File: config.mk
export PLATFORM = sky130hd
export DESIGN_NAME = datetime_to_utc_normalizer_unit
export DESIGN_NICKNAME = d
export VERILOG_FILES = /design/src/sv/dtu_pkg.sv /design/src/sv/dtu_convert.sv /design/src/sv/datetime_to_utc_normalizer_unit.sv
export SDC_FILE = /design/constraint.sdc
export NUM_CORES = 1
export LEC_CHECK = 0
export BUFFER_PORTS_ARGS = -buffer_cell sky130_fd_sc_hd__buf_2
export CORE_MARGIN = 1.5
export CORE_UTILIZATION = 45
export CTS_BUF_LIST = sky130_fd_sc_hd__clkbuf_8
export DETAILED_ROUTE_END_ITERATION = 10
export PLACE_DENSITY = 0.63
export SYNTH_ARGS = -nofsm -noshare
export SYNTH_HDL_FRONTEND = slang
export SYNTH_SLANG_ARGS = --single-unit
File: constraint.sdc
create_clock -name clk -period 25.7 [get_ports clk]
set_input_delay 5.14 -clock clk [delete_from_list [all_inputs] [get_ports clk]]
set_output_delay 5.14 -clock clk [all_outputs]
set_load 0.02 [all_outputs]
File: src/sv/dtu_pkg.sv
// Types, codes and calendar helpers for the datetime to UTC normalizer.
// No dependencies; used by the converter, the top level and the checker.
package dtu_pkg;

  // Date kinds on the input tuser.
  localparam logic [1:0] KIND_CALENDAR = 2'd0;
  localparam logic [1:0] KIND_ORDINAL  = 2'd1;
  localparam logic [1:0] KIND_WEEK     = 2'd2;

  // Status codes on the output tuser.
  localparam logic [1:0] STATUS_OK        = 2'd0;
  localparam logic [1:0] STATUS_WEEK_DATE = 2'd1;
  localparam logic [1:0] STATUS_NO_DATE   = 2'd2;
  localparam logic [1:0] STATUS_NO_TIME   = 2'd3;

  localparam logic [3:0] MONTH_JAN     = 4'd1;
  localparam logic [3:0] MONTH_FEB     = 4'd2;
  localparam logic [3:0] MONTH_DEC     = 4'd12;
  localparam logic [4:0] DAYS_LONG     = 5'd31;
  localparam logic [8:0] DAYS_YEAR     = 9'd365;
  localparam logic [8:0] DAYS_LEAP     = 9'd366;
  localparam logic signed [7:0] MINS_PER_HOUR = 8'sd60;
  localparam logic signed [7:0] HOURS_PER_DAY = 8'sd24;

  // year / 25 == (year * 5243) >> 17, exact for every 14-bit year.
  localparam int unsigned DIV25_MULT  = 5243;
  localparam int unsigned DIV25_SHIFT = 17;

  typedef struct packed {
    logic [5:0]        pad;
    logic [5:0]        zone_minutes;
    logic signed [5:0] zone_hours;
    logic              is_local;
    logic              minute_present;
    logic [5:0]        minute;
    logic [4:0]        hour;
    logic              date_complete;
    logic [8:0]        ordinal_day;
    logic [4:0]        day;
    logic [3:0]        month;
    logic [13:0]       year;
  } in_data_t;

  typedef struct packed {
    logic [3:0]         pad;
    logic [5:0]         utc_minute;
    logic [4:0]         utc_hour;
    logic [8:0]         utc_ordinal_day;
    logic [4:0]         utc_day;
    logic [3:0]         utc_month;
    logic signed [14:0] utc_year;
  } out_data_t;

  typedef struct packed {
    logic [1:0] status;
    out_data_t  data;
  } result_t;

  function automatic logic [4:0] month_days(input logic [3:0] m, input logic leap);
    logic [4:0] d;
    unique case (m)
      4'd4, 4'd6, 4'd9, 4'd11: d = 5'd30;
      MONTH_FEB:               d = leap ? 5'd29 : 5'd28;
      default:                 d = DAYS_LONG;
    endcase
    return d;
  endfunction

  function automatic logic [8:0] year_days(input logic leap);
    return leap ? DAYS_LEAP : DAYS_YEAR;
  endfunction

endpackage

File: src/sv/dtu_convert.sv
// Combinational offset removal and one-day calendar step for one item.
// Depends on dtu_pkg for the item layouts, codes and month lengths.
module dtu_convert (
  input  logic [1:0]       kind,
  input  dtu_pkg::in_data_t din,
  output dtu_pkg::result_t  res
);

  logic              active;
  logic              time_err;
  logic signed [7:0] mins_a;
  logic signed [7:0] mins_b;
  logic signed [7:0] hr_a;
  logic signed [7:0] hr_b;
  logic signed [7:0] hr_c;
  logic              min_lo;
  logic              min_hi;
  logic              hr_back;
  logic              hr_fwd;
  logic              move_req;
  logic              day_back;
  logic              day_fwd;
  logic [1:0]        status;
  logic [26:0]       div_prod;
  logic [9:0]        div_q;
  logic [13:0]       div_rem;
  logic [4:0]        year_mod25;
  logic              leap_cur;
  logic              leap_prev;
  logic [4:0]        days_cur;
  logic [4:0]        days_prev;
  logic [14:0]       year_ext;
  logic [14:0]       year_dec;
  logic [14:0]       year_inc;
  logic [5:0]        day_inc;
  logic [4:0]        month_inc;
  logic [14:0]       y_o;
  logic [3:0]        m_o;
  logic [4:0]        d_o;
  logic [8:0]        yd_o;

  // Time of day: minute offset first with one carry or borrow, then the hour.
  always_comb begin
    active   = !din.is_local &&
               ((din.zone_hours != 6'sd0) || (din.zone_minutes != 6'd0));
    time_err = active && (din.zone_minutes != 6'd0) && !din.minute_present;
    if (din.zone_hours[5]) begin
      mins_a = $signed({2'b00, din.minute}) + $signed({2'b00, din.zone_minutes});
    end else begin
      mins_a = $signed({2'b00, din.minute}) - $signed({2'b00, din.zone_minutes});
    end
    hr_a   = $signed({3'b000, din.hour}) -
             $signed({{2{din.zone_hours[5]}}, din.zone_hours});
    min_lo = mins_a < 8'sd0;
    min_hi = mins_a >= dtu_pkg::MINS_PER_HOUR;
    if (min_lo) begin
      mins_b = mins_a + dtu_pkg::MINS_PER_HOUR;
      hr_b   = hr_a - 8'sd1;
    end else if (min_hi) begin
      mins_b = mins_a - dtu_pkg::MINS_PER_HOUR;
      hr_b   = hr_a + 8'sd1;
    end else begin
      mins_b = mins_a;
      hr_b   = hr_a;
    end
    hr_back = hr_b < 8'sd0;
    hr_fwd  = hr_b >= dtu_pkg::HOURS_PER_DAY;
    if (hr_back) begin
      hr_c = hr_b + dtu_pkg::HOURS_PER_DAY;
    end else if (hr_fwd) begin
      hr_c = hr_b - dtu_pkg::HOURS_PER_DAY;
    end else begin
      hr_c = hr_b;
    end
    move_req = active && !time_err && (hr_back || hr_fwd);
    priority if (time_err) begin
      status = dtu_pkg::STATUS_NO_TIME;
    end else if (move_req && kind[1]) begin
      status = dtu_pkg::STATUS_WEEK_DATE;
    end else if (move_req && !din.date_complete) begin
      status = dtu_pkg::STATUS_NO_DATE;
    end else begin
      status = dtu_pkg::STATUS_OK;
    end
    day_back = move_req && (status == dtu_pkg::STATUS_OK) && hr_back;
    day_fwd  = move_req && (status == dtu_pkg::STATUS_OK) && hr_fwd;
  end

  // Leap years need year mod 25; the previous year is leap when this year
  // is 1 mod 4 and, if it is 1 mod 25, also 1 mod 16.
  always_comb begin
    div_prod   = 27'(din.year) * 27'(dtu_pkg::DIV25_MULT);
    div_q      = 10'(div_prod >> dtu_pkg::DIV25_SHIFT);
    div_rem    = din.year - 14'({4'b0000, div_q} * 14'd25);
    year_mod25 = div_rem[4:0];
    leap_cur   = (din.year[1:0] == 2'd0) &&
                 ((year_mod25 != 5'd0) || (din.year[3:0] == 4'd0));
    leap_prev  = (din.year[1:0] == 2'd1) &&
                 ((year_mod25 != 5'd1) || (din.year[3:0] == 4'd1));
    days_cur   = dtu_pkg::month_days(din.month, leap_cur);
    days_prev  = dtu_pkg::month_days(din.month - 4'd1, leap_cur);
  end

  always_comb begin
    year_ext  = {1'b0, din.year};
    year_dec  = year_ext - 15'd1;
    year_inc  = year_ext + 15'd1;
    day_inc   = {1'b0, din.day} + 6'd1;
    month_inc = {1'b0, din.month} + 5'd1;
    y_o  = year_ext;
    m_o  = din.month;
    d_o  = din.day;
    yd_o = din.ordinal_day;
    if (day_back) begin
      if (kind == dtu_pkg::KIND_CALENDAR) begin
        if ((din.day <= 5'd1) && (din.month == dtu_pkg::MONTH_JAN)) begin
          d_o = dtu_pkg::DAYS_LONG;
          m_o = dtu_pkg::MONTH_DEC;
          y_o = year_dec;
        end else if ((din.day <= 5'd1) && (din.month >= dtu_pkg::MONTH_FEB) &&
                     (din.month <= dtu_pkg::MONTH_DEC)) begin
          m_o = din.month - 4'd1;
          d_o = days_prev;
        end else begin
          // A later day or an invalid month keeps month and year; the day just steps down.
          d_o = din.day - 5'd1;
        end
      end else if (din.ordinal_day == 9'd1) begin
        y_o  = year_dec;
        yd_o = dtu_pkg::year_days(leap_prev);
      end else begin
        yd_o = din.ordinal_day - 9'd1;
      end
    end else if (day_fwd) begin
      if (kind == dtu_pkg::KIND_CALENDAR) begin
        if (day_inc > {1'b0, days_cur}) begin
          d_o = 5'd1;
          if (month_inc > {1'b0, dtu_pkg::MONTH_DEC}) begin
            m_o = dtu_pkg::MONTH_JAN;
            y_o = year_inc;
          end else begin
            m_o = month_inc[3:0];
          end
        end else begin
          d_o = day_inc[4:0];
        end
      end else if (din.ordinal_day == dtu_pkg::year_days(leap_cur)) begin
        y_o  = year_inc;
        yd_o = 9'd1;
      end else begin
        yd_o = din.ordinal_day + 9'd1;
      end
    end
  end

  always_comb begin
    res        = '0;
    res.status = status;
    if (status == dtu_pkg::STATUS_OK) begin
      res.data.utc_year        = $signed(y_o);
      res.data.utc_month       = (kind == dtu_pkg::KIND_CALENDAR) ? m_o : 4'd0;
      res.data.utc_day         = (kind == dtu_pkg::KIND_CALENDAR) ? d_o : 5'd0;
      res.data.utc_ordinal_day = (kind == dtu_pkg::KIND_ORDINAL) ? yd_o : 9'd0;
      res.data.utc_hour        = active ? hr_c[4:0] : din.hour;
      res.data.utc_minute      = active ? mins_b[5:0] : din.minute;
    end
  end

endmodule

File: src/sv/datetime_to_utc_normalizer_unit.sv
// Top level of the datetime to UTC normalizer: stream ports and pipeline.
// Depends on dtu_pkg and dtu_convert.
// A result is registered in the input register and then in the result register before it shows.
// Throughput: one item per cycle while the output is ready, set by the input and result registers.
// The input stalls only while a result waits and the input register is also full.
// Reset (synchronous, active high) clears both valid flags; payload is not reset.
module datetime_to_utc_normalizer_unit (
  input  logic        clk,
  input  logic        rst,
  input  logic        s_axis_tvalid,
  output logic        s_axis_tready,
  // year[13:0], month[17:14], day[22:18], ordinal_day[31:23],
  // date_complete[32], hour[37:33], minute[43:38], minute_present[44],
  // is_local[45], zone_hours[51:46], zone_minutes[57:52], zero fill
  input  logic [63:0] s_axis_tdata,
  // date_kind[1:0]
  input  logic [1:0]  s_axis_tuser,
  output logic        m_axis_tvalid,
  input  logic        m_axis_tready,
  // utc_year[14:0], utc_month[18:15], utc_day[23:19], utc_ordinal_day[32:24],
  // utc_hour[37:33], utc_minute[43:38], zero fill
  output logic [47:0] m_axis_tdata,
  // status[1:0]
  output logic [1:0]  m_axis_tuser
);

  logic              in_valid;
  dtu_pkg::in_data_t in_data;
  logic [1:0]        in_kind;
  dtu_pkg::result_t  conv;
  logic              out_valid;
  dtu_pkg::result_t  out_res;
  logic              advance;

  assign advance       = !out_valid || m_axis_tready;
  assign s_axis_tready = !in_valid || advance;

  always_ff @(posedge clk) begin
    if (rst) begin
      in_valid <= 1'b0;
    end else if (s_axis_tready) begin
      in_valid <= s_axis_tvalid;
    end
  end

  always_ff @(posedge clk) begin
    if (s_axis_tvalid && s_axis_tready) begin
      in_data <= s_axis_tdata;
      in_kind <= s_axis_tuser;
    end
  end

  dtu_convert u_convert (
    .kind (in_kind),
    .din  (in_data),
    .res  (conv)
  );

  always_ff @(posedge clk) begin
    if (rst) begin
      out_valid <= 1'b0;
    end else if (advance) begin
      out_valid <= in_valid;
    end
  end

  always_ff @(posedge clk) begin
    if (in_valid && advance) begin
      out_res <= conv;
    end
  end

  assign m_axis_tvalid = out_valid;
  assign m_axis_tdata  = out_res.data;
  assign m_axis_tuser  = out_res.status;

endmodule

==> results.txt <==
----------------------------------------------------
[Timing]
  Minimum period implied by the final worst setup slack ... 10.94 ns
  Layout Skew ... 0.01397 ns
  Hold Fails Final Rpt ... 0
  Slew at the pin closest to its max-slew limit ... 0.9242 ns
  Final critical-path share of the clock period ... 42.58%
  Sum of negative setup slack ... 0 ns
  Worst rel slew slack ... 37.42%
  Maximum clock frequency ... 91.39 MHz
  Pins over their slew limit ... 0
  Unrepaired setup endpoints after global routing ... no
  Number of setup violations in the final report ... 0

[Synthesis]
  Gate count after technology mapping ... 1077
  Top cells by area, synth ... sky130_fd_sc_hd__edfxtp_1 (30%), sky130_fd_sc_hd__ha_1 (17%), sky130_fd_sc_hd__fa_1 (12%), sky130_fd_sc_hd__inv_1 (6.7%), sky130_fd_sc_hd__xnor2_1 (3.1%)
  Synthesized area divided by synthesized cell count ... 9.888 µm²
  Most used flip-flop cell after synthesis ... sky130_fd_sc_hd__edfxtp_1
  Largest area contributor in the netlist ... sky130_fd_sc_hd__edfxtp_1
  EDFF count, synth ... 106
  Summed instance area of the synthesized netlist ... 10650 µm²
  Sequential-to-total area share from yosys stat ... 30.27%
  Distinct cells, synth ... 83
  Seq cells post-synth ... 108
  Share of async-settable or async-resettable flops after synthesis ... 0%
  Share of Yosys cell area claimed by the top area cell type ... 29.89%
  Ys Warns ... 0

[Drt]
  Post-DR vias/cell ... 5.331
  Remaining DRCs ... 0
  Number of nets with antenna violations after routing ... 0
  Detailed-routing iteration count for the pre-antenna-repair pass ... 5
  Via count ... 8028
  WL/cell ... 16.27 µm
  Initial drt markers ... 405
  Total wire length after detailed routing ... 24.51 mm

[Worst setup path]
  Data arrival time at the worst-slack endpoint ... 5.80 ns
  Critical Path, Cell by Cell ... buf_2, nor2b_1, nand2_1, buf_2
  Setup crit end kind ... output port
  Critical Path RT ... 20.56 ns
  Number of cells on the worst reg-to-reg path ... 38
  Crit path max-delay cell type ... sky130_fd_sc_hd__nor2b_1
  Critical setup path kind ... input port to output port
  CP startpoint kind ... input port
  Worst-path maximum fanout ... 4
  Critical path's most frequent cell ... sky130_fd_sc_hd__buf_2
  Worst path max stage delay ... 0.29 ns

[Global route]
  Number of antenna violations at the first check in global routing ... 0
  GRT met2 Usage ... 34.43%
  Via count of the first global-routing pass ... 7804
  Wire length of the first global-routing pass ... 39.75 mm
  Global routing's busiest layer ... met2
  Overflow left after global routing ... 0
  Overall fraction of global-route tracks in use ... 20.59%
  Largest net degree at the start of global routing ... 61
  Met1 GRT Util ... 28.07%
  Global-route met3 utilization ... 2.409%

[Floorplanning]
  Ports ... 122
  Die Area ... 24600 µm²
  Die width ... 156.8 µm
  Starting density of the core ... 45.64%
  Number of cell rows ... 56
  Total core area ... 23330 µm²
  Chip height ... 156.8 µm

[Placement]
  Placed cell area ... 11550 µm²
  DP Cell Count ... 1490
  HPWL reported at the end of detailed placement ... 19.22 mm
  Number of buffer cells added on primary ports ... 111
  Last weighted congestion value of the routability-driven placer ... 0.8945

[Clock network]
  Clock net sink count ... 108
  Clock transition at path regs ... 0.11 ns
  Cell chosen for the clock root ... sky130_fd_sc_hd__clkbuf_8
  TritonCTS buffer count ... 9
  Clock H-tree levels ... 3
  Buffer depth of the longest clock path ... 2
  Post-CTS setup-driven buffer insertion count ... 0
  Clk Latency, worst-skew pair ... 0.40 ns
  Number of buffers inserted for hold repair after clock tree synthesis ... 0
  # resized after CTS ... 0
  CTS tree ... done

[Pwr]
  Power density normalized to cell area ... 102.7 nW/µm²
  Net Sw Frac ... 48.38%
  Leakage power ... 5.276 nW
  Clk network pwr share ... 8.2%
  Reported net switching power ... 582.7 µW
  Gate power share ... 73.7%
  Worst voltage drop across the vdd grid ... 167.4 µV
  Sequential share of power ... 18.1%
  Internal power ... 621.6 µW

[Flow run]
  Max-cap violations ... 0

[Finish]
  Leading cell type in the layout, fill and taps excluded ... sky130_fd_sc_hd__inv_1
  Net total in the final layout ... 1465
  Non-filler cells in the finished layout ... 1506
  FILL cells ... 2203
  Most used cells in the layout excluding fill and tap cells ... sky130_fd_sc_hd__inv_1 (189), sky130_fd_sc_hd__ha_1 (147), sky130_fd_sc_hd__buf_2 (111)
  Area added between synthesis and finish ... 10.07%
  Fraction of final layout cells with drive strength greater than 1 ... 13.06%
  Number of diodes added for antenna fixing ... 0
  Post-layout instance area ... 11720 µm²

[Run status]
  Result of the run ... finished, final reports clean

[Min path]
  Worst min path class ... flop to flop
  Number of cells on the worst hold path ... 2

----------------------------------------------------
synth_stat cells, types with 4 or more instances:
cell type                    n
sky130_fd_sc_hd__a21o_1     10
sky130_fd_sc_hd__inv_1     189
sky130_fd_sc_hd__nor4_1      6
sky130_fd_sc_hd__nor3_1     16
sky130_fd_sc_hd__o21ai_1     4
sky130_fd_sc_hd__nand2b_1    5
sky130_fd_sc_hd__or4_1       4
sky130_fd_sc_hd__o21a_1      5
sky130_fd_sc_hd__o21ai_0    49
sky130_fd_sc_hd__o21bai_1    6
sky130_fd_sc_hd__and3_1     14
sky130_fd_sc_hd__a221oi_1   12
sky130_fd_sc_hd__a311oi_1    6
sky130_fd_sc_hd__nand2_1    63
sky130_fd_sc_hd__mux2i_1    10
sky130_fd_sc_hd__o31ai_1     6
sky130_fd_sc_hd__a31oi_1    10
sky130_fd_sc_hd__a211oi_1    8
sky130_fd_sc_hd__o211ai_1    9
sky130_fd_sc_hd__nand4_1     9
sky130_fd_sc_hd__nor2_1     59
sky130_fd_sc_hd__or3_1       7
sky130_fd_sc_hd__fa_1       66
sky130_fd_sc_hd__and2_1     11
sky130_fd_sc_hd__clkbuf_1   17
sky130_fd_sc_hd__nand3_1    26
sky130_fd_sc_hd__xor2_1     10
sky130_fd_sc_hd__ha_1      147
sky130_fd_sc_hd__xnor2_1    38
sky130_fd_sc_hd__a21oi_1    43
sky130_fd_sc_hd__o31a_1      7
sky130_fd_sc_hd__nor3b_1     4
sky130_fd_sc_hd__buf_4       4
sky130_fd_sc_hd__edfxtp_1  106
sky130_fd_sc_hd__nor2b_1    11
through the flow:
| step | hold WS, ns | power (mW) | worst slack [ns] | utilization [%] |
|---|---|---|---|---|
| after floorplan | 0.4778 | 0.9241 | 15.05 | - |
| after global placement | 0.5132 | 1.089 | 14.75 | 49.49 |
| after detailed placement | 0.5140 | 1.112 | 14.75 | 49.49 |
| after CTS | 0.5331 | 1.219 | 14.76 | 50.24 |
| after global routing | 0.5783 | 1.333 | 14.67 | 50.24 |
| final | 0.5330 | 1.204 | 14.76 | 50.24 |
critical path: cells and delay by family:
family                 cells  cell delay [ns]
buffers and inverters      2             0.27
AND/OR/NAND/NOR            2             0.39
cells by family after synthesis:
family          after synthesis  synth area share, %
mux                          12                1.151
compound gates              228                15.23
fa+ha+maj                   213                29.68
simple gates                252                11.87
other cells                   1              0.03521
buf+inv                     215                7.825
xor+xnor                     48                3.948
flops                       108                30.27
sequential cells by signal (all words and copies together) (netlist names):
| name | count |
|---|---|
| in_data | 58 |
| m_axis_tdata | 44 |
| in_kind | 2 |
| m_axis_tvalid | 1 |
| in_valid | 1 |
| m_axis_tuser | 2 |
cell type report:
type,count,area (µm²),share of cell area [%]
Multi-Input combinational cell,757,6618,56.46
Sequential cell,108,3223,27.50
Inverter,190,713.2,6.085
Timing Repair Buffer,116,593.1,5.060
Tap cell,319,399.1,3.405
Clock buffer,9,123.9,1.057
Clock inverter,7,51.30,0.4377
final timing paths:
kind | startpoint | to | slack [ns]
worst max-delay path | m_axis_tready | s_axis_tready | 14.76
worst min-delay path | in_valid$_SDFFE_PP0N_ | m_axis_tvalid$_SDFFE_PP0P_ | 0.53
worst max register to register | in_data[5]$_DFFE_PP_ | m_axis_tdata[12]$_SDFFCE_PN0P_ | 15.46
worst min register to register | in_valid$_SDFFE_PP0N_ | m_axis_tvalid$_SDFFE_PP0P_ | 0.53
power groups by stage:
stage          sequential, mW  combinational, mW  clock, mW
2_1_floorplan           0.222              0.702          0
3_3_place_gp            0.221              0.868          0
3_5_place_dp            0.222              0.891          0
4_1_cts                 0.218              0.899      0.102
5_1_grt                 0.219               1.01      0.107
6_report                0.218              0.888     0.0987
routing by layer:
| metal | up-vias | wire (µm) |
|---|---|---|
| li1 | 3967 | - |
| met3 | 27 | 845 |
| met1 | 3874 | 11540 |
| met4 | 0 | 401 |
| met2 | 160 | 11720 |
| met5 | - | 0 |
Power figures use the tool's default switching activity.
